**config.mk**
```make
export PLATFORM = sky130hd
export DESIGN_NAME = query_text_sanitizer_flat
export DESIGN_NICKNAME = d
export VERILOG_FILES = /design/src/hw/rtl/qts_pkg.sv /design/src/hw/rtl/qts_if.sv /design/src/hw/rtl/qts_front.sv /design/src/hw/rtl/qts_queue.sv /design/src/hw/rtl/qts_back.sv /design/src/hw/rtl/query_text_sanitizer.sv /design/src/flat_wrapper.sv
export SDC_FILE = /design/constraint.sdc
export NUM_CORES = 1
export LEC_CHECK = 0
export ABC_AREA = 1
export BUFFER_PORTS_ARGS = -buffer_cell sky130_fd_sc_hd__buf_2
export CAP_MARGIN = 15
export CORE_MARGIN = 2
export CORE_UTILIZATION = 40
export DETAILED_ROUTE_END_ITERATION = 8
export HOLD_SLACK_MARGIN = 0.02
export PLACE_DENSITY_LB_ADDON = 0.3
export SETUP_SLACK_MARGIN = 0.5
export SYNTH_ARGS = -nofsm -noshare
export SYNTH_HDL_FRONTEND = slang
export SYNTH_SLANG_ARGS = --single-unit
export TNS_END_PERCENT = 30
```
**constraint.sdc**
```tcl
create_clock -name clk -period 7.1 [get_ports clk]
set_input_delay 1.065 -clock clk [delete_from_list [all_inputs] [get_ports clk]]
set_output_delay 1.065 -clock clk [all_outputs]
set_load 0.05 [all_outputs]
```
**src/hw/rtl/qts_pkg.sv**
```systemverilog
// ----------------------------------------------------------------------------
// Query text sanitizer package
// Shared constants and the command format passed from the front to the back.
// ----------------------------------------------------------------------------
package qts_pkg;

	localparam int MAX_DEPTH = 62;
	localparam int DEPTH_W = 6;
	localparam int QUEUE_DEPTH = 2;
	localparam int QPTR_W = 1;
	localparam int CFG_W = 64;
	localparam int NUM_CFG = 4;
	localparam int ADDR_W = 5;

	localparam logic [7:0] CH_ESC = 8'h5C;
	localparam logic [7:0] CH_OPEN = 8'h28;
	localparam logic [7:0] CH_CLOSE = 8'h29;

	localparam logic [1:0] CMD_EMIT = 2'd0;
	localparam logic [1:0] CMD_PAIR = 2'd1;
	localparam logic [1:0] CMD_FLUSH = 2'd2;

	localparam logic [1:0] REG_OP_SET_0 = 2'd0;
	localparam logic [1:0] REG_OP_SET_1 = 2'd1;
	localparam logic [1:0] REG_OP_SET_2 = 2'd2;
	localparam logic [1:0] REG_OP_SET_3 = 2'd3;

	typedef struct packed {
		logic [1:0]         kind;
		logic [7:0]         ch;
		logic [DEPTH_W-1:0] count;
		logic               ovf;
	} cmd_t;

endpackage

```
**src/hw/rtl/qts_if.sv**
```systemverilog
// ----------------------------------------------------------------------------
// Query text sanitizer channels
// Valid/ready channels for raw query bytes and for cleaned result beats.
// ----------------------------------------------------------------------------
interface qts_in_if;
	logic       valid;
	logic       ready;
	logic [7:0] char_in;
	logic       end_of_text;

	modport source (output valid, output char_in, output end_of_text, input ready);
	modport sink (input valid, input char_in, input end_of_text, output ready);
endinterface

interface qts_out_if;
	logic       valid;
	logic       ready;
	logic [7:0] char_out;
	logic       is_end_mark;
	logic       depth_overflow;
	logic       last;

	modport source (output valid, output char_out, output is_end_mark,
		output depth_overflow, output last, input ready);
	modport sink (input valid, input char_out, input is_end_mark,
		input depth_overflow, input last, output ready);
endinterface

```
**src/hw/rtl/qts_front.sv**
```systemverilog
// ----------------------------------------------------------------------------
// Query text sanitizer front end
// Accepts bytes, classifies them and keeps escape, operator and depth state.
// ----------------------------------------------------------------------------
module qts_front import qts_pkg::*; (
	input  logic        clk,
	input  logic        arst_n,
	qts_in_if.sink      in_ch,
	input  logic [255:0] op_bits,
	input  logic        full,
	output logic        push,
	output cmd_t        push_cmd
);

	logic               esc_q;
	logic               prev_op_q;
	logic [DEPTH_W-1:0] depth_q;
	logic               ovf_q;

	logic               esc_d;
	logic               prev_op_d;
	logic [DEPTH_W-1:0] depth_d;
	logic               ovf_d;
	logic               keep;
	logic               accept;
	logic [7:0]         b;

	assign in_ch.ready = !full;
	assign accept = in_ch.valid && !full;
	assign b = in_ch.char_in;
	assign push = accept && keep;

	always_comb begin
		esc_d = esc_q;
		prev_op_d = prev_op_q;
		depth_d = depth_q;
		ovf_d = ovf_q;
		keep = 1'b1;
		push_cmd.kind = CMD_EMIT;
		push_cmd.ch = b;
		push_cmd.count = depth_q;
		push_cmd.ovf = ovf_q;
		if (in_ch.end_of_text) begin
			push_cmd.kind = CMD_FLUSH;
			esc_d = 1'b0;
			prev_op_d = 1'b0;
			depth_d = '0;
			ovf_d = 1'b0;
		end else if (esc_q) begin
			push_cmd.kind = CMD_PAIR;
			esc_d = 1'b0;
		end else if (b == CH_ESC) begin
			esc_d = 1'b1;
			keep = 1'b0;
		end else if (b == CH_CLOSE) begin
			if (depth_q != '0) begin
				depth_d = depth_q - DEPTH_W'(1);
			end else begin
				keep = 1'b0;
			end
		end else if (op_bits[b]) begin
			if (!prev_op_q) begin
				prev_op_d = 1'b1;
			end else begin
				keep = 1'b0;
			end
		end else if (b == CH_OPEN) begin
			if (depth_q >= DEPTH_W'(MAX_DEPTH)) begin
				depth_d = DEPTH_W'(MAX_DEPTH);
				ovf_d = 1'b1;
				push_cmd.ovf = 1'b1;
			end else begin
				depth_d = depth_q + DEPTH_W'(1);
			end
		end else begin
			prev_op_d = 1'b0;
		end
	end

	always_ff @(posedge clk or negedge arst_n) begin
		if (!arst_n) begin
			esc_q <= 1'b0;
			prev_op_q <= 1'b0;
			depth_q <= '0;
			ovf_q <= 1'b0;
		end else if (accept) begin
			esc_q <= esc_d;
			prev_op_q <= prev_op_d;
			depth_q <= depth_d;
			ovf_q <= ovf_d;
		end
	end

endmodule

```
**src/hw/rtl/qts_queue.sv**
```systemverilog
// ----------------------------------------------------------------------------
// Query text sanitizer command queue
// Two-entry queue that decouples the front end from the beat generator.
// ----------------------------------------------------------------------------
module qts_queue import qts_pkg::*; (
	input  logic clk,
	input  logic arst_n,
	input  logic push,
	input  cmd_t push_cmd,
	input  logic pop,
	output logic full,
	output logic empty,
	output cmd_t head
);

	cmd_t            mem_q [QUEUE_DEPTH];
	logic [QPTR_W-1:0] wr_ptr_q;
	logic [QPTR_W-1:0] rd_ptr_q;
	logic [QPTR_W:0]   count_q;

	assign full = (count_q == (QPTR_W+1)'(QUEUE_DEPTH));
	assign empty = (count_q == '0);
	assign head = mem_q[rd_ptr_q];

	always_ff @(posedge clk) begin
		if (push) begin
			mem_q[wr_ptr_q] <= push_cmd;
		end
	end

	always_ff @(posedge clk or negedge arst_n) begin
		if (!arst_n) begin
			wr_ptr_q <= '0;
			rd_ptr_q <= '0;
			count_q <= '0;
		end else begin
			if (push) begin
				wr_ptr_q <= wr_ptr_q + QPTR_W'(1);
			end
			if (pop) begin
				rd_ptr_q <= rd_ptr_q + QPTR_W'(1);
			end
			if (push && !pop) begin
				count_q <= count_q + (QPTR_W+1)'(1);
			end else if (pop && !push) begin
				count_q <= count_q - (QPTR_W+1)'(1);
			end
		end
	end

endmodule

```
**src/hw/rtl/qts_back.sv**
```systemverilog
// ----------------------------------------------------------------------------
// Query text sanitizer back end
// Turns queued commands into result beats held in an output register.
// ----------------------------------------------------------------------------
module qts_back import qts_pkg::*; (
	input  logic   clk,
	input  logic   arst_n,
	input  logic   empty,
	input  cmd_t   head,
	output logic   pop,
	qts_out_if.source out_ch
);

	logic               out_valid_q;
	logic [7:0]         char_q;
	logic               end_q;
	logic               ovf_q;
	logic               last_q;
	logic [DEPTH_W-1:0] step_q;

	logic               load;
	logic [7:0]         beat_char;
	logic               beat_end;
	logic               beat_last;

	assign load = !empty && (!out_valid_q || out_ch.ready);
	assign pop = load && beat_last;

	always_comb begin
		beat_char = head.ch;
		beat_end = 1'b0;
		beat_last = 1'b1;
		case (head.kind)
			CMD_EMIT: begin
				beat_last = 1'b1;
			end
			CMD_PAIR: begin
				if (step_q == '0) begin
					beat_char = CH_ESC;
					beat_last = 1'b0;
				end
			end
			CMD_FLUSH: begin
				if (step_q < head.count) begin
					beat_char = CH_CLOSE;
					beat_last = 1'b0;
				end else begin
					beat_char = '0;
					beat_end = 1'b1;
				end
			end
			default: begin
				beat_last = 1'b1;
			end
		endcase
	end

	always_ff @(posedge clk or negedge arst_n) begin
		if (!arst_n) begin
			out_valid_q <= 1'b0;
			step_q <= '0;
		end else begin
			if (load) begin
				out_valid_q <= 1'b1;
				step_q <= beat_last ? '0 : step_q + DEPTH_W'(1);
			end else if (out_ch.ready) begin
				out_valid_q <= 1'b0;
			end
		end
	end

	always_ff @(posedge clk) begin
		if (load) begin
			char_q <= beat_char;
			end_q <= beat_end;
			ovf_q <= head.ovf;
			last_q <= beat_last;
		end
	end

	assign out_ch.valid = out_valid_q;
	assign out_ch.char_out = char_q;
	assign out_ch.is_end_mark = end_q;
	assign out_ch.depth_overflow = ovf_q;
	assign out_ch.last = last_q;

endmodule

```
**src/hw/rtl/query_text_sanitizer.sv**
```systemverilog
// ----------------------------------------------------------------------------
// Query text sanitizer
// Cleans a search-query byte stream: escapes, stray braces, repeated
// operators, and a closing-brace flush with an end mark at end of query.
// ----------------------------------------------------------------------------
// Raw bytes arrive on in_ch, one per beat; end_of_text marks the end item.
// Cleaned bytes leave on out_ch, with last set on the final beat of each
// input item. The operator set is written over the APB port, one 64-bit
// word per register at byte addresses 0, 8, 16 and 24; the user must write
// it only while the block is idle; the block does not enforce it. Accepted
// bytes are classified, queued and loaded into the output register, one
// beat per cycle unless out_ch stalls. A kept plain byte gives one beat, an
// escaped pair the escape then the byte, an end item a closing brace per
// open brace plus the end mark. The two-entry queue lets input go on during
// a flush or output stall; when full, in_ch.ready drops until the beat
// generator frees an entry. Reset clears the state, queue and operator set.
// ----------------------------------------------------------------------------
module query_text_sanitizer import qts_pkg::*; (
	input  logic              clk,
	input  logic              arst_n,
	qts_in_if.sink            in_ch,
	qts_out_if.source         out_ch,
	input  logic              psel,
	input  logic              penable,
	input  logic              pwrite,
	input  logic [ADDR_W-1:0] paddr,
	input  logic [CFG_W-1:0]  pwdata,
	output logic [CFG_W-1:0]  prdata,
	output logic              pready
);

	logic [CFG_W-1:0] op_set_q [NUM_CFG];
	logic [1:0]       reg_idx;
	logic             cfg_wr;
	logic             push;
	logic             pop;
	logic             full;
	logic             empty;
	cmd_t             push_cmd;
	cmd_t             head;
	logic [255:0]     op_bits;

	assign pready = 1'b1;
	assign reg_idx = paddr[4:3];
	assign cfg_wr = psel && penable && pwrite;
	assign prdata = op_set_q[reg_idx];
	assign op_bits = {op_set_q[REG_OP_SET_3], op_set_q[REG_OP_SET_2],
		op_set_q[REG_OP_SET_1], op_set_q[REG_OP_SET_0]};

	always_ff @(posedge clk or negedge arst_n) begin
		if (!arst_n) begin
			for (int i = 0; i < NUM_CFG; i++) begin
				op_set_q[i] <= '0;
			end
		end else if (cfg_wr) begin
			op_set_q[reg_idx] <= pwdata;
		end
	end

	qts_front u_front (
		.clk      (clk),
		.arst_n   (arst_n),
		.in_ch    (in_ch),
		.op_bits  (op_bits),
		.full     (full),
		.push     (push),
		.push_cmd (push_cmd)
	);

	qts_queue u_queue (
		.clk      (clk),
		.arst_n   (arst_n),
		.push     (push),
		.push_cmd (push_cmd),
		.pop      (pop),
		.full     (full),
		.empty    (empty),
		.head     (head)
	);

	qts_back u_back (
		.clk    (clk),
		.arst_n (arst_n),
		.empty  (empty),
		.head   (head),
		.pop    (pop),
		.out_ch (out_ch)
	);

endmodule

```
**src/flat_wrapper.sv**
```systemverilog
// flat-port wrapper written by rule: the top's interface ports become plain ports
module query_text_sanitizer_flat import qts_pkg::*;
  (clk, arst_n, psel, penable, pwrite, paddr, pwdata, prdata, pready, in_ch_valid, in_ch_char_in, in_ch_end_of_text, in_ch_ready, out_ch_valid, out_ch_char_out, out_ch_is_end_mark, out_ch_depth_overflow, out_ch_last, out_ch_ready);
  qts_in_if in_ch_i ();
  qts_out_if out_ch_i ();
  input  logic clk;
  input  logic arst_n;
  input  logic psel;
  input  logic penable;
  input  logic pwrite;
  input  logic [ADDR_W-1:0] paddr;
  input  logic [CFG_W-1:0] pwdata;
  output logic [CFG_W-1:0] prdata;
  output logic pready;
  input wire logic [$bits(in_ch_i.valid)-1:0] in_ch_valid;
  input wire logic [$bits(in_ch_i.char_in)-1:0] in_ch_char_in;
  input wire logic [$bits(in_ch_i.end_of_text)-1:0] in_ch_end_of_text;
  output wire logic [$bits(in_ch_i.ready)-1:0] in_ch_ready;
  output wire logic [$bits(out_ch_i.valid)-1:0] out_ch_valid;
  output wire logic [$bits(out_ch_i.char_out)-1:0] out_ch_char_out;
  output wire logic [$bits(out_ch_i.is_end_mark)-1:0] out_ch_is_end_mark;
  output wire logic [$bits(out_ch_i.depth_overflow)-1:0] out_ch_depth_overflow;
  output wire logic [$bits(out_ch_i.last)-1:0] out_ch_last;
  input wire logic [$bits(out_ch_i.ready)-1:0] out_ch_ready;
  assign in_ch_i.valid = in_ch_valid;
  assign in_ch_i.char_in = in_ch_char_in;
  assign in_ch_i.end_of_text = in_ch_end_of_text;
  assign in_ch_ready = in_ch_i.ready;
  assign out_ch_valid = out_ch_i.valid;
  assign out_ch_char_out = out_ch_i.char_out;
  assign out_ch_is_end_mark = out_ch_i.is_end_mark;
  assign out_ch_depth_overflow = out_ch_i.depth_overflow;
  assign out_ch_last = out_ch_i.last;
  assign out_ch_i.ready = out_ch_ready;
  query_text_sanitizer u_core (.clk(clk), .arst_n(arst_n), .in_ch(in_ch_i), .out_ch(out_ch_i), .psel(psel), .penable(penable), .pwrite(pwrite), .paddr(paddr), .pwdata(pwdata), .prdata(prdata), .pready(pready));
endmodule
```
Yosys cells after proc, flatten, opt, wreduce, memory -nomap -nowiden
Memories as Yosys holds them, arrays and structs flattened.
Index checks and enable logic that the tools add are counted.

word-level totals
  register bits = 287
  bits in latches = 0
  RAM bits = 34
  ROM bits = 0
  logic and storage cells = 121
  memories kept = 1

memory list
  name                  words  width  read ports  clocked after Yosys merged registers in  write ports  RTL line         RTL
  u_core.u_queue.mem_q  2      17     1           0                                        1            qts_queue.sv:16  cmd_t mem_q [QUEUE_DEPTH];

cells by class
  add/subtract/negate cells = 7
  $mul = 0
  div/mod/pow operators = 0
  magnitude comparators = 5
  equality and inequality tests = 12
  shift operators = 0
  muxes and demuxes = 55
  bitwise operators = 1
  reduce and logical (&&, ||, !) cells = 23

operators by type and width
  cell                                                                          number
  256-bit bitwise mux                                                           1
  64-bit 2-to-1 mux                                                             3
  64-bit binary-select mux with 2-bit select                                    1
  64-bit demux with 2-bit select                                                1
  6-bit 2-to-1 mux                                                              10
  1-bit 2-to-1 mux                                                              32
  8-bit by 6-bit == test with 1-bit output, second input constant               2
  8-bit case mux with 2 select lines                                            1
  6-bit by 1-bit adder with 6-bit output, second input constant                 2
  1-bit logical AND                                                             9
  8-bit by 9-bit less-than comparator with 1-bit output, second input constant  1
  1-bit binary-select mux with 8-bit select                                     1
  8-bit by 7-bit == test with 1-bit output, second input constant               1
  8-bit 2-to-1 mux                                                              1
  6-bit greater-or-equal comparator, second input constant                      1
  6-bit zero test                                                               1
  6-bit less-than comparator                                                    1
  2-bit 2-to-1 mux                                                              3
  2-bit inequality test, second input constant                                  3
  3-bit inequality test, second input constant                                  2
  6-bit AND reduction                                                           1
  6-bit nonzero test                                                            1
  6-bit by 1-bit subtractor with 6-bit output, second input constant            1
  1-bit zero test                                                               5
  15 further kinds                                                              18

Depth between registers and ports, before layout
Gate-level depths: netlist of the first run.

  word-level depth = 12
  gate-level depth with buffers = 25
  gate-level depth less buffers = 24

Cells and area by module
Synthesis of the first run repeated with hierarchy kept, for this count alone.

second synthesis, totals
  cell total of the unflattened synthesis = 2,629
  area total of the unflattened synthesis = 17,966.0 sq um

modules (own cells, without submodules)
  module                instances  cells each  area an instance (sq um)
  query_text_sanitizer  1          1,579       11,544.8
  qts_front             1          858         3,911.3
  qts_queue             1          78          1,483.9
  qts_back              1          114         1,026.0

Worst setup path before layout of the first run
No wires, ideal clock.

  path kind = in2reg
  start = input in_ch_char_in[0]
  end = memory u_core.u_queue.mem_q[1][0] (netlist bit), enable pin
  setup time = 391 ps
  arrival = 3,152 ps
  path slack = 3,558 ps
  stages on the path = 16
  cells stage by stage = buf_4 > buf_6 > buf_4 > o211ai_1 > nand3_1 > nand3_1 > nand2_1 > a21oi_1 > nand2_1 > nand3_1 > nand2_1 > nand2_1 > nand2_1 > nand2_1 > nand2_1 > nor2_1

between the ends
  cells in the longest elaborated chain, start to end = 10

RTL lines
  item                                       RTL line            RTL
  from (decl)                                flat_wrapper.sv:16  input wire logic [$bits(in_ch_i.char_in)-1:0] in_ch_char_in;
  1-bit binary-select mux with 8-bit select  qts_front.sv:61     end else if (op_bits[b]) begin
  1-bit 2-to-1 mux (implied by the code)     qts_front.sv:61
  1-bit 2-to-1 mux                           qts_front.sv:61
  1-bit 2-to-1 mux                           qts_front.sv:55     end else if (b == CH_CLOSE) begin
  1-bit 2-to-1 mux *                         qts_front.sv:52     end else if (b == CH_ESC) begin
  1-bit 2-to-1 mux *                         qts_front.sv:49     end else if (esc_q) begin
  1-bit 2-to-1 mux *                         qts_front.sv:43     if (in_ch.end_of_text) begin
  1-bit logical AND *                        qts_front.sv:31     assign push = accept && keep;
  1-bit 2-to-1 mux *                         qts_queue.sv:26     if (push) begin
  1-bit 2-to-1 mux (implied by the code) *   qts_queue.sv:27     mem_q[wr_ptr_q] <= push_cmd;
  to (decl)                                  qts_queue.sv:16

Mark *: on every way between the ends. The rest lies on a longest branch, timed or not. The select of a mux whose other input is x is not followed.

Worst setup path in the final report of the first run
  start = input in_ch_char_in[1]
  end = register u_core.u_queue.count_q[1]

between the ends
  cells in the longest elaborated chain, start to end = 11

RTL lines
  item                                       RTL line                    RTL
  1-bit binary-select mux with 8-bit select  qts_front.sv:61
  1-bit 2-to-1 mux (implied by the code)     qts_front.sv:61
  1-bit 2-to-1 mux                           qts_front.sv:61
  1-bit 2-to-1 mux                           qts_front.sv:55
  1-bit 2-to-1 mux *                         qts_front.sv:52
  1-bit 2-to-1 mux *                         qts_front.sv:49
  1-bit 2-to-1 mux *                         qts_front.sv:43
  1-bit logical AND *                        qts_front.sv:31
  via u_core.push                            query_text_sanitizer.sv:35  logic push;
  1-bit zero test                            qts_queue.sv:45             end else if (pop && !push) begin
  1-bit logical AND                          qts_queue.sv:45
  2-bit nonzero test (no line)               -
  to (signal assigned)                       qts_queue.sv:44             count_q <= count_q + (QPTR_W+1)'(1);
  to (signal assigned)                       qts_queue.sv:46             count_q <= count_q - (QPTR_W+1)'(1);
  to (decl)                                  qts_queue.sv:19             logic [QPTR_W:0] count_q;

The timed path passes the listed nets; every way through them passes the cells marked *. The select of a mux whose other input is x is not followed.
A chain may end at the register's enable or synchronous reset.

==> results of run 1 <==
==> power by group <==
part	total, µW	internal (µW)	switching [µW]
Sequential	2620	2370	254
Clock	1940	1160	781
Combinational	1910	562	1350
==> cell families after synthesis <==
kind of cell / synth area share (%)
xor+xnor: 0.528
compound gates: 16.8
fa+ha+maj: 1.06
mux: 0.709
other cells: 0.0226
flops: 49.8
buf+inv: 9.90
simple gates: 21.3
==> critical path: cells and delay by family <==
family	cells	cell delay, ps
AND/OR/NAND/NOR	16	2170
AO/OA/AOI/OAI	2	220
XOR/XNOR	1	150
buffers and inverters	4	870
adder cells (fa/ha/maj)	1	310
==> layout make-up <==
class                           count  area [µm²]
Antenna cell                        4        10.0
Clock buffer                       54        1110
Clock inverter                     13         121
Fill cell                        4075       22000
Inverter                          285        1070
Multi-Input combinational cell   1381        6730
Sequential cell                   321        8260
Tap cell                          532         666
Timing Repair Buffer              178         966
==> metrics by stage <==
step                setup WS [ps]  total power, µW  hold slack [ps]
floorplan                    3560             4030              440
global placement             2260             4490              454
detailed placement           2220             4550              463
CTS                          2720             6510              477
global route                 2340             6860              511
finish                       2690             6470              474
==> per-layer routing <==
layer	routed length [µm]	global-route usage, %
met1	21600	31.0
met4	1320	7.65
met5	16	0
met2	22800	36.7
met3	3480	3.49
==> registers in the layout (all words and copies together), names as in the netlist, 2 cells and up <==
register	cells
u_core.u_front.depth_q	6
u_core.u_queue.count_q	2
u_core.u_back.step_q	6
u_core.u_queue.mem_q	34
u_core.u_back.out_ch.char_out	8
u_core.op_bits	256
==> worst max-delay path by stage <==
stage	startpoint	to	slack, ps	depth (start not counted)
after global routing	in_ch_char_in[1]	u_core.u_queue.count_q[1]$_DFFE_PN0P_	2340	24
after floorplan	in_ch_char_in[0]	u_core.u_queue.mem_q[1][0]$_DFFE_PP_	3560	16
final	in_ch_char_in[1]	u_core.u_queue.count_q[1]$_DFFE_PN0P_	2690	24
after CTS	paddr[3]	prdata[29]	2720	7
after global placement	in_ch_char_in[1]	u_core.u_queue.count_q[1]$_DFFE_PN0P_	2260	24
after detailed placement	in_ch_char_in[1]	u_core.u_queue.count_q[1]$_DFFE_PN0P_	2220	24
==> synthesized netlist by cell type (4+ instances only) <==
library cell	instances	area [µm²]
ha_1	14	175
dfrtp_1	276	6910
buf_4	14	105
nand4_1	13	81.3
mux2i_1	5	50.1
nor2_1	117	439
o21ai_0	226	1130
clkbuf_1	85	319
o221ai_1	65	569
buf_2	17	85.1
nand2_1	609	2290
mux2_2	6	67.6
a21oi_1	90	450
inv_1	282	1060
edfxtp_1	45	1350
nor2_2	4	25.0
a31oi_1	6	37.5
o211ai_1	10	75.1
xor2_1	8	70.1
buf_1	11	41.3
nand3_1	119	596
nor3_1	6	30.0
a22oi_1	64	480
==> run metrics, run 1 <==
IO Count=163; cell count after synthesis=2116; global-route wire length before repair=78500 µm; Hold Path Origin=u_core.u_queue.wr_ptr_q$_DFFE_PN0P_; post-route cell area=0.0189 mm²; Final period util=62.1%; TritonCTS clock tree=yes; critical path type=input pin to flop; # hold bufs at CTS=0; hold path depth=2; post-synth net total=2215; Post-DRT Antenna Nets=0; Synth Cell Area=0.0166 mm²; Final Hold Vio Count=0; gr ovfl total=0; ys async rst share=86.0%; most common cell after layout, fill and taps aside=nand2_1; Post-Place Cells=2696; Reg-to-Reg End=u_core.u_queue.count_q[1]$_DFFE_PN0P_; htree depth=2; Hold Crit Class=flop to flop; hpwl dp=31600 µm; DR iter-0 viols=1353; LEAKAGE=0.00906 µW; FP Rows=74; unrepaired setup endpoints after global routing=no; DR pass1 iterations=5; Critical Path Fanout Max=34; Worst setup EP type=flop; chip height=208 µm; clk sinks=321; Register-to-Register Path Depth=16; setup TNS=0 ps; Synth Warn #=0; Routed WL=49200 µm; reg-to-reg slack, setup=3060 ps; CP max-delay cell=nor2_2; die width=208 µm; clk slew on worst S/H paths=60 ps; Hold EP=u_core.u_queue.wr_ptr_q$_DFFE_PN0P_; Clk Latency, worst-skew pair=550 ps; CTS buffer count=38; endpoints failing setup=0; total number of vias=14725; Power Density=342 mW/mm²; CTS resizes=0; run status=finished, final reports clean; initial antenna violation count=6; CP most frequent cell=nand2_1; clock buffer depth=3; Clock Skews=21.5 ps; Critical Path, Cell by Cell=buf_2, nor2_2, buf_4, nand2_1, nand3_1, nand2_1, nand2_1, inv_1, nand2_1, nand2_1, nand2_1, nor2_1, nor2_1, nor2_1, nand2_1, nand2_1, nand2_1, nand2_1, nand2_1, inv_1, ha_1, a21oi_1, o21ai_0, xor2_1; post-layout min period=4410 ps; Max Slew Vio Count=0; Tightest Pin Transition=1120 ps; DRC Markers=0; routed len/inst=17.8 µm; Initial Utilization=40.5%; Total GRT Usage=22.6%; CP Launch Type=input pin; share of cells above drive strength 1=11.8%; FF+latch count, synth=321; final net count=2304; post-CTS setup buffers=0; most frequent cells in the layout=nand2_1, inv_1, dfrtp_1; CP required=7520 ps; max-cap viol count=0; Die Area=0.0431 mm²; Worst EP arrival=4830 ps; Synth Area per Inst=7.84 µm²; count of cell types in the netlist=36; register area share after synthesis=49.8%; EDFF count, synth=45; largest net degree at the start of global routing=157; Post-DP Area=0.0177 mm²; routability cong.=0.859; Non-Filler Instances=2768; final core occ=46.3%; CTS Root Cell=clkbuf_16; vias in the first global route=14191; ys flop type=dfrtp_1; Rel. slew slack=25.3%; worst vdd ir=0.204 mV; f_max=227 MHz; CP max stage delay=960 ps; core area=0.0409 mm²; area grow syn2layout=14.1%; I/O Buffers=158; vias per cell=5.32; Reg-to-Reg Start=u_core.u_queue.rd_ptr_q$_DFFE_PN0P_
Power figures use the tool's default switching activity.
==> inputs of run 2 (changes only) <==
==> constraint.sdc (replaced) <==
create_clock -name clk -period 4.3 [get_ports clk]
set_input_delay 0.645 -clock clk [delete_from_list [all_inputs] [get_ports clk]]
set_output_delay 0.645 -clock clk [all_outputs]
set_load 0.05 [all_outputs]
==> run metrics, run 2 (synthesis results as in run 1) <==
CP Launch Type=input pin (unchanged); IO Count=163 (unchanged); DR pass1 iterations=6 (was 5); routability cong.=0.857 (was 0.859); Post-DRT Antenna Nets=0 (unchanged); CTS resizes=0 (unchanged); max-cap viol count=0 (unchanged); clk sinks=321 (unchanged); Final Hold Vio Count=0 (unchanged); Total GRT Usage=22.8% (was 22.6%); Power Density=561 mW/mm² (was 342 mW/mm²); Tightest Pin Transition=810 ps (was 1120 ps); filler cell count=4053 (was 4075); run status=finished, final reports clean (unchanged); CP max stage delay=500 ps (was 960 ps); CTS buffer count=38 (unchanged); gr ovfl total=0 (unchanged); area grow syn2layout=16.4% (was 14.1%); vias in the first global route=14633 (was 14191); endpoints failing setup=0 (unchanged); reg-to-reg slack, setup=1230 ps (was 3060 ps); share of cells above drive strength 1=12.6% (was 11.8%); Initial Utilization=40.5% (unchanged); CTS Root Cell=clkbuf_16 (unchanged); I/O Buffers=158 (unchanged); CP max-delay cell=nor2_2 (unchanged); post-CTS setup buffers=0 (unchanged); post-route cell area=0.0193 mm² (was 0.0189 mm²); Routed WL=49900 µm (was 49200 µm); FP Rows=74 (unchanged); largest net degree at the start of global routing=129 (was 157); Critical Path, Cell by Cell=buf_2, buf_4, nor2_2, buf_4, nand2_1, nand2_1, inv_1, a21oi_1, nor2_1, nand2_1, nand3_1, nand2_1, nand2_1, nand2_1, nand2_1, nand2_1, inv_1, ha_1, a21oi_1, o21ai_0, xor2_1 (was buf_2, nor2_2, buf_4, nand2_1, nand3_1, nand2_1, nand2_1, inv_1, nand2_1, nand2_1, nand2_1, nor2_1, nor2_1, nor2_1, nand2_1, nand2_1, nand2_1, nand2_1, nand2_1, inv_1, ha_1, a21oi_1, o21ai_0, xor2_1); most frequent cells in the layout=nand2_1, inv_1, dfrtp_1 (unchanged); Non-Filler Instances=2793 (was 2768); Post-DP Area=0.0180 mm² (was 0.0177 mm²); Reg-to-Reg End=u_core.u_queue.count_q[1]$_DFFE_PN0P_ (unchanged); Clk Latency, worst-skew pair=540 ps (was 550 ps); Final period util=76.0%; clk slew on worst S/H paths=60 ps (about the same); Worst setup EP type=flop (unchanged); clock buffer depth=3 (unchanged); final net count=2327 (was 2304); global-route wire length before repair=78900 µm (was 78500 µm); TritonCTS clock tree=yes (unchanged); hpwl dp=32800 µm (was 31600 µm); Hold Crit Class=input pin to asynchronous set/reset pin (was flop to flop); critical path type=input pin to flop (unchanged); LEAKAGE=0.00924 µW (was 0.00906 µW); htree depth=2 (unchanged); max FFs per register=256 (unchanged); Register-to-Register Path Depth=17 (was 16); Rel. slew slack=45.9% (was 25.3%); die width=208 µm (unchanged); worst vdd ir=0.269 mV (was 0.204 mV); Post-Place Cells=2720 (was 2696); chip height=208 µm (unchanged); routed len/inst=17.9 µm (was 17.8 µm); post-layout min period=3270 ps; Critical Path Fanout Max=13 (was 34); setup TNS=0 ps (unchanged); DR iter-0 viols=1257 (was 1353); Worst EP arrival=3690 ps (was 4830 ps); initial antenna violation count=4 (was 6); CP most frequent cell=nand2_1 (unchanged); Clock Skews=12.0 ps (was 21.5 ps); DRC Markers=0 (unchanged); total number of vias=14958 (was 14725); CP required=4720 ps (was 7520 ps); f_max=306 MHz; most common cell after layout, fill and taps aside=nand2_1 (unchanged); Max Slew Vio Count=0 (unchanged); vias per cell=5.36 (was 5.32); Die Area=0.0431 mm² (unchanged); unrepaired setup endpoints after global routing=no (unchanged); Reg-to-Reg Start=u_core.u_queue.rd_ptr_q$_DFFE_PN0P_ (unchanged); # hold bufs at CTS=0 (unchanged); core area=0.0409 mm² (unchanged)
run 2: power breakdown:
| group | total, µW | switching, µW | leakage, µW | internal (µW) |
|---|---|---|---|---|
| clock | 3280 | 1300 | 0.000624 | 1980 |
| sequential | 4300 | 389 | 0.00372 | 3910 |
| combinational | 3250 | 2280 | 0.00490 | 979 |
run 2: final cells by class:
type                       instances  area (µm²)  area share (%)
sequential                       321        8260            42.8
multi-input combinational       1381        6730            34.9
timing repair buffer             201        1300            6.74
clock buffer                      57        1110            5.77
inverter                         285        1070            5.54
tap                              532         666            3.45
clock inverter                    12         160           0.829
antenna                            4        10.0          0.0518
run 2: worst max-delay path: cells and delay by family:
kind            cells  cell delay [ps]
compound gates      3              390
xor+xnor            1              160
fa+ha+maj           1              300
buf+inv             5              870
simple gates       11             1300
run 2: per-stage QoR:
stage	hold slack (ps)	setup slack, ps	power [µW]	util (%)
after CTS	91.5	1080	10900	47.2
after global placement	455	571	7490	44.1
after global routing	101	757	11500	47.2
final	70.5	1030	10800	47.2
after floorplan	349	1130	6650	-
after detailed placement	463	508	7600	44.1
run 2: worst max-delay path by stage:
stage	from	end	slack, ps	cells past startpoint
2_1_floorplan	u_core.u_queue.rd_ptr_q$_DFFE_PN0P_	u_core.u_queue.count_q[1]$_DFFE_PN0P_	1130	18
4_1_cts	in_ch_char_in[2]	u_core.u_queue.count_q[1]$_DFFE_PN0P_	1080	18
6_report	in_ch_char_in[2]	u_core.u_queue.count_q[1]$_DFFE_PN0P_	1030	21
5_1_grt	in_ch_char_in[2]	u_core.u_queue.count_q[1]$_DFFE_PN0P_	760	23
3_5_place_dp	in_ch_char_in[2]	u_core.u_queue.count_q[1]$_DFFE_PN0P_	510	18
3_3_place_gp	in_ch_char_in[2]	u_core.u_queue.count_q[1]$_DFFE_PN0P_	570	18
run 2: layer usage:
layer / wire length, µm / GRT usage, % / vias up
met5: 0 / 0 / -
met4: 1750 / 8.58 / 0
met3: 3440 / 3.65 / 105
met2: 23500 / 37.7 / 570
met1: 21200 / 30.2 / 7148
li1: - / - / 7135
==> inputs of run 3 (changes only) <==
==> constraint.sdc (replaced) <==
create_clock -name clk -period 2.9 [get_ports clk]
set_input_delay 0.435 -clock clk [delete_from_list [all_inputs] [get_ports clk]]
set_output_delay 0.435 -clock clk [all_outputs]
set_load 0.05 [all_outputs]
==> run metrics, run 3 (synthesis results as in run 1) <==
final net count=2397 (was 2327); FP Rows=74 (unchanged); Reg-to-Reg Start=u_core.u_queue.rd_ptr_q$_DFFE_PN0P_ (unchanged); Final period util=84.8%; Register-to-Register Path Depth=16 (was 17); routed len/inst=18.0 µm (was 17.9 µm); Die Area=0.0431 mm² (unchanged); Top Layer Used=met5 (was met4); DR iter-0 viols=1434 (was 1257); share of cells above drive strength 1=18.1% (was 12.6%); clock buffer depth=3 (unchanged); endpoints failing setup=0 (unchanged); CP Launch Type=flop (was input pin); setup TNS=0 ps (unchanged); area grow syn2layout=22.0% (was 16.4%); Critical Path, Cell by Cell=buf_6, mux2i_2, ha_1, nand2_2, nor2_2, o21ai_2, o211ai_1, nand2_1, nand2_2, inv_2, nor2_4, inv_2, ha_4, a21oi_2, o21ai_1, xor2_1 (was buf_2, buf_4, nor2_2, buf_4, nand2_1, nand2_1, inv_1, a21oi_1, nor2_1, nand2_1, nand3_1, nand2_1, nand2_1, nand2_1, nand2_1, nand2_1, inv_1, ha_1, a21oi_1, o21ai_0, xor2_1); Tightest Pin Transition=593 ps (was 810 ps); Hold Path Origin=out_ch_ready; Routed WL=51400 µm (was 49900 µm); final worst slack=441 ps (was 1030 ps); hold path depth=2; DR pass1 iterations=5 (was 6); M1 WL=22800 µm (was 21200 µm); CTS Root Cell=clkbuf_16 (unchanged); worst vdd ir=0.359 mV (was 0.269 mV); Worst EP arrival=2870 ps (was 3690 ps); pre-CTS WS=-219 ps (was 508 ps); CP max stage delay=410 ps (was 500 ps); delay-heaviest family, CP=adder cells (was simple AND/OR/NAND/NOR gates); max-cap viol count=0 (unchanged); f_max=407 MHz; Power Density=830 mW/mm² (was 561 mW/mm²); largest net degree at the start of global routing=129 (unchanged); CP max-delay cell=dfrtp_2 (was nor2_2); Clock Skews=16.6 ps (was 12.0 ps); total number of vias=15291 (was 14958); max FFs per register=256 (unchanged); worst path bufs/invs=3 (was 5); IO Count=163 (unchanged); Final Hold Vio Count=0 (unchanged); Total GRT Usage=23.6% (was 22.8%); run status=finished, final reports clean (unchanged); core area=0.0409 mm² (unchanged); Hold Crit Class=input pin to flop (was input pin to asynchronous set/reset pin); Met2 Wirelength=23800 µm (was 23500 µm); hpwl dp=34100 µm (was 32800 µm); crit path launch=u_core.u_queue.rd_ptr_q$_DFFE_PN0P_ (was in_ch_char_in[2]); critical path type=flop to flop (was input pin to flop); Rel. slew slack=60.5% (was 45.9%); Clk Latency, worst-skew pair=530 ps (was 540 ps); Hold WS=91.8 ps (was 70.5 ps); Worst setup EP type=flop (unchanged); most common cell after layout, fill and taps aside=nand2_1 (unchanged); LEAKAGE=0.00967 µW (was 0.00924 µW); chip height=208 µm (unchanged); DRC Markers=0 (unchanged); most frequent cells in the layout=nand2_1, dfrtp_1, inv_1 (was nand2_1, inv_1, dfrtp_1); Critical Path Fanout Max=4 (was 13); CTS buffer count=37 (was 38); I/O Buffers=158 (unchanged); routability cong.=0.875 (was 0.857); htree depth=2 (unchanged); reg-to-reg slack, setup=440 ps (was 1230 ps); TritonCTS clock tree=yes (unchanged); vias in the first global route=15035 (was 14633); Post-DRT Antenna Nets=0 (unchanged); metal3 WL=3350 µm (was 3440 µm); Initial Utilization=40.5% (unchanged); clk sinks=321 (unchanged); unrepaired setup endpoints after global routing=yes (was no); clk slew on worst S/H paths=60 ps (about the same); gr ovfl total=0 (unchanged); CP required=3310 ps (was 4720 ps); Max Slew Vio Count=0 (unchanged); Hold EP=u_core.u_back.out_ch.valid$_DFFE_PN0P_; die width=208 µm (unchanged); initial antenna violation count=2 (was 4); post-layout min period=2460 ps; global-route wire length before repair=82200 µm (was 78900 µm); Reg-to-Reg End=u_core.u_queue.count_q[1]$_DFFE_PN0P_ (unchanged); vias per cell=5.35 (was 5.36)
==> run 3: cell count changes in the layout (fill, tap and decap cells not counted), moves of 9 or more <==
cell and delta:
o21ai_0 -11, nand2_1 -12, nand3_2 +10, nand2_2 +9, inv_1 -23, buf_4 +56
buf_12 +12, inv_2 +18, nand3_1 -10
==> run 3: what timing repair did <==
item                       in CTS  in global routing
hold endpoints to repair       62                  0
pin swaps                      14                 10
setup endpoints to repair      36                 43
hold buffers                    1                  0
buffers inserted               15                  7
gates resized for setup        38                 23
==> run 3: worst register-to-register path, delay by kind of cell (launching register included) <==
family / cells / cell delay, ps
xor gates and xnor gates: 1 / 150
AOI/OAI and AO/OA: 4 / 330
buffers and inverters: 3 / 230
muxes: 1 / 140
adders and majority gates: 2 / 540
DFF: 1 / 410
and+or+nand+nor: 5 / 520
==> run 3: report_power, final <==
group	total (µW)	internal, µW	switching [µW]
logic	5430	1820	3600
registers	6400	5790	608
clock network	4980	3040	1940
==> run 3: how the worst max path moves through the flow <==
stage	slack (ps)	cells after the start	end
CTS	470	16	u_core.u_queue.count_q[1]$_DFFE_PN0P_
global placement	-190	22	u_core.u_queue.count_q[1]$_DFFE_PN0P_
finish	440	16	u_core.u_queue.count_q[1]$_DFFE_PN0P_
detailed placement	-220	22	u_core.u_queue.count_q[1]$_DFFE_PN0P_
floorplan	450	24	u_core.u_queue.count_q[1]$_DFFE_PN0P_
global route	300	23	u_core.u_queue.count_q[1]$_DFFE_PN0P_
==> run 3: routing by layer <==
layer | GRT usage (%) | vias to the layer above
li1 | - | 7270
met1 | 32.8 | 7368
met2 | 38.0 | 551
met3 | 3.52 | 100
met4 | 8.00 | 2
met5 | 0 | -
==> run 3: per-stage QoR <==
stage | utilization, % | power (µW) | instances | area, µm²
floorplan | - | 10100 | 2116 | 16800
global placement | 45.5 | 11400 | 2768 | 18600
detailed placement | 45.5 | 11600 | 2768 | 18600
CTS | 49.2 | 16800 | 2851 | 20100
global route | 49.5 | 17800 | 2859 | 20200
finish | 49.5 | 16800 | 2859 | 20200
==> run 3: layout make-up <==
type | instances | area, µm²
fillers | 3952 | 20700
flip-flops and latches | 321 | 8260
multi-input cells | 1381 | 6950
repair buffers | 272 | 2000
inverters | 285 | 1080
clock buffers | 45 | 1020
well taps | 532 | 666
clock inverters | 22 | 268
diodes | 1 | 2.50
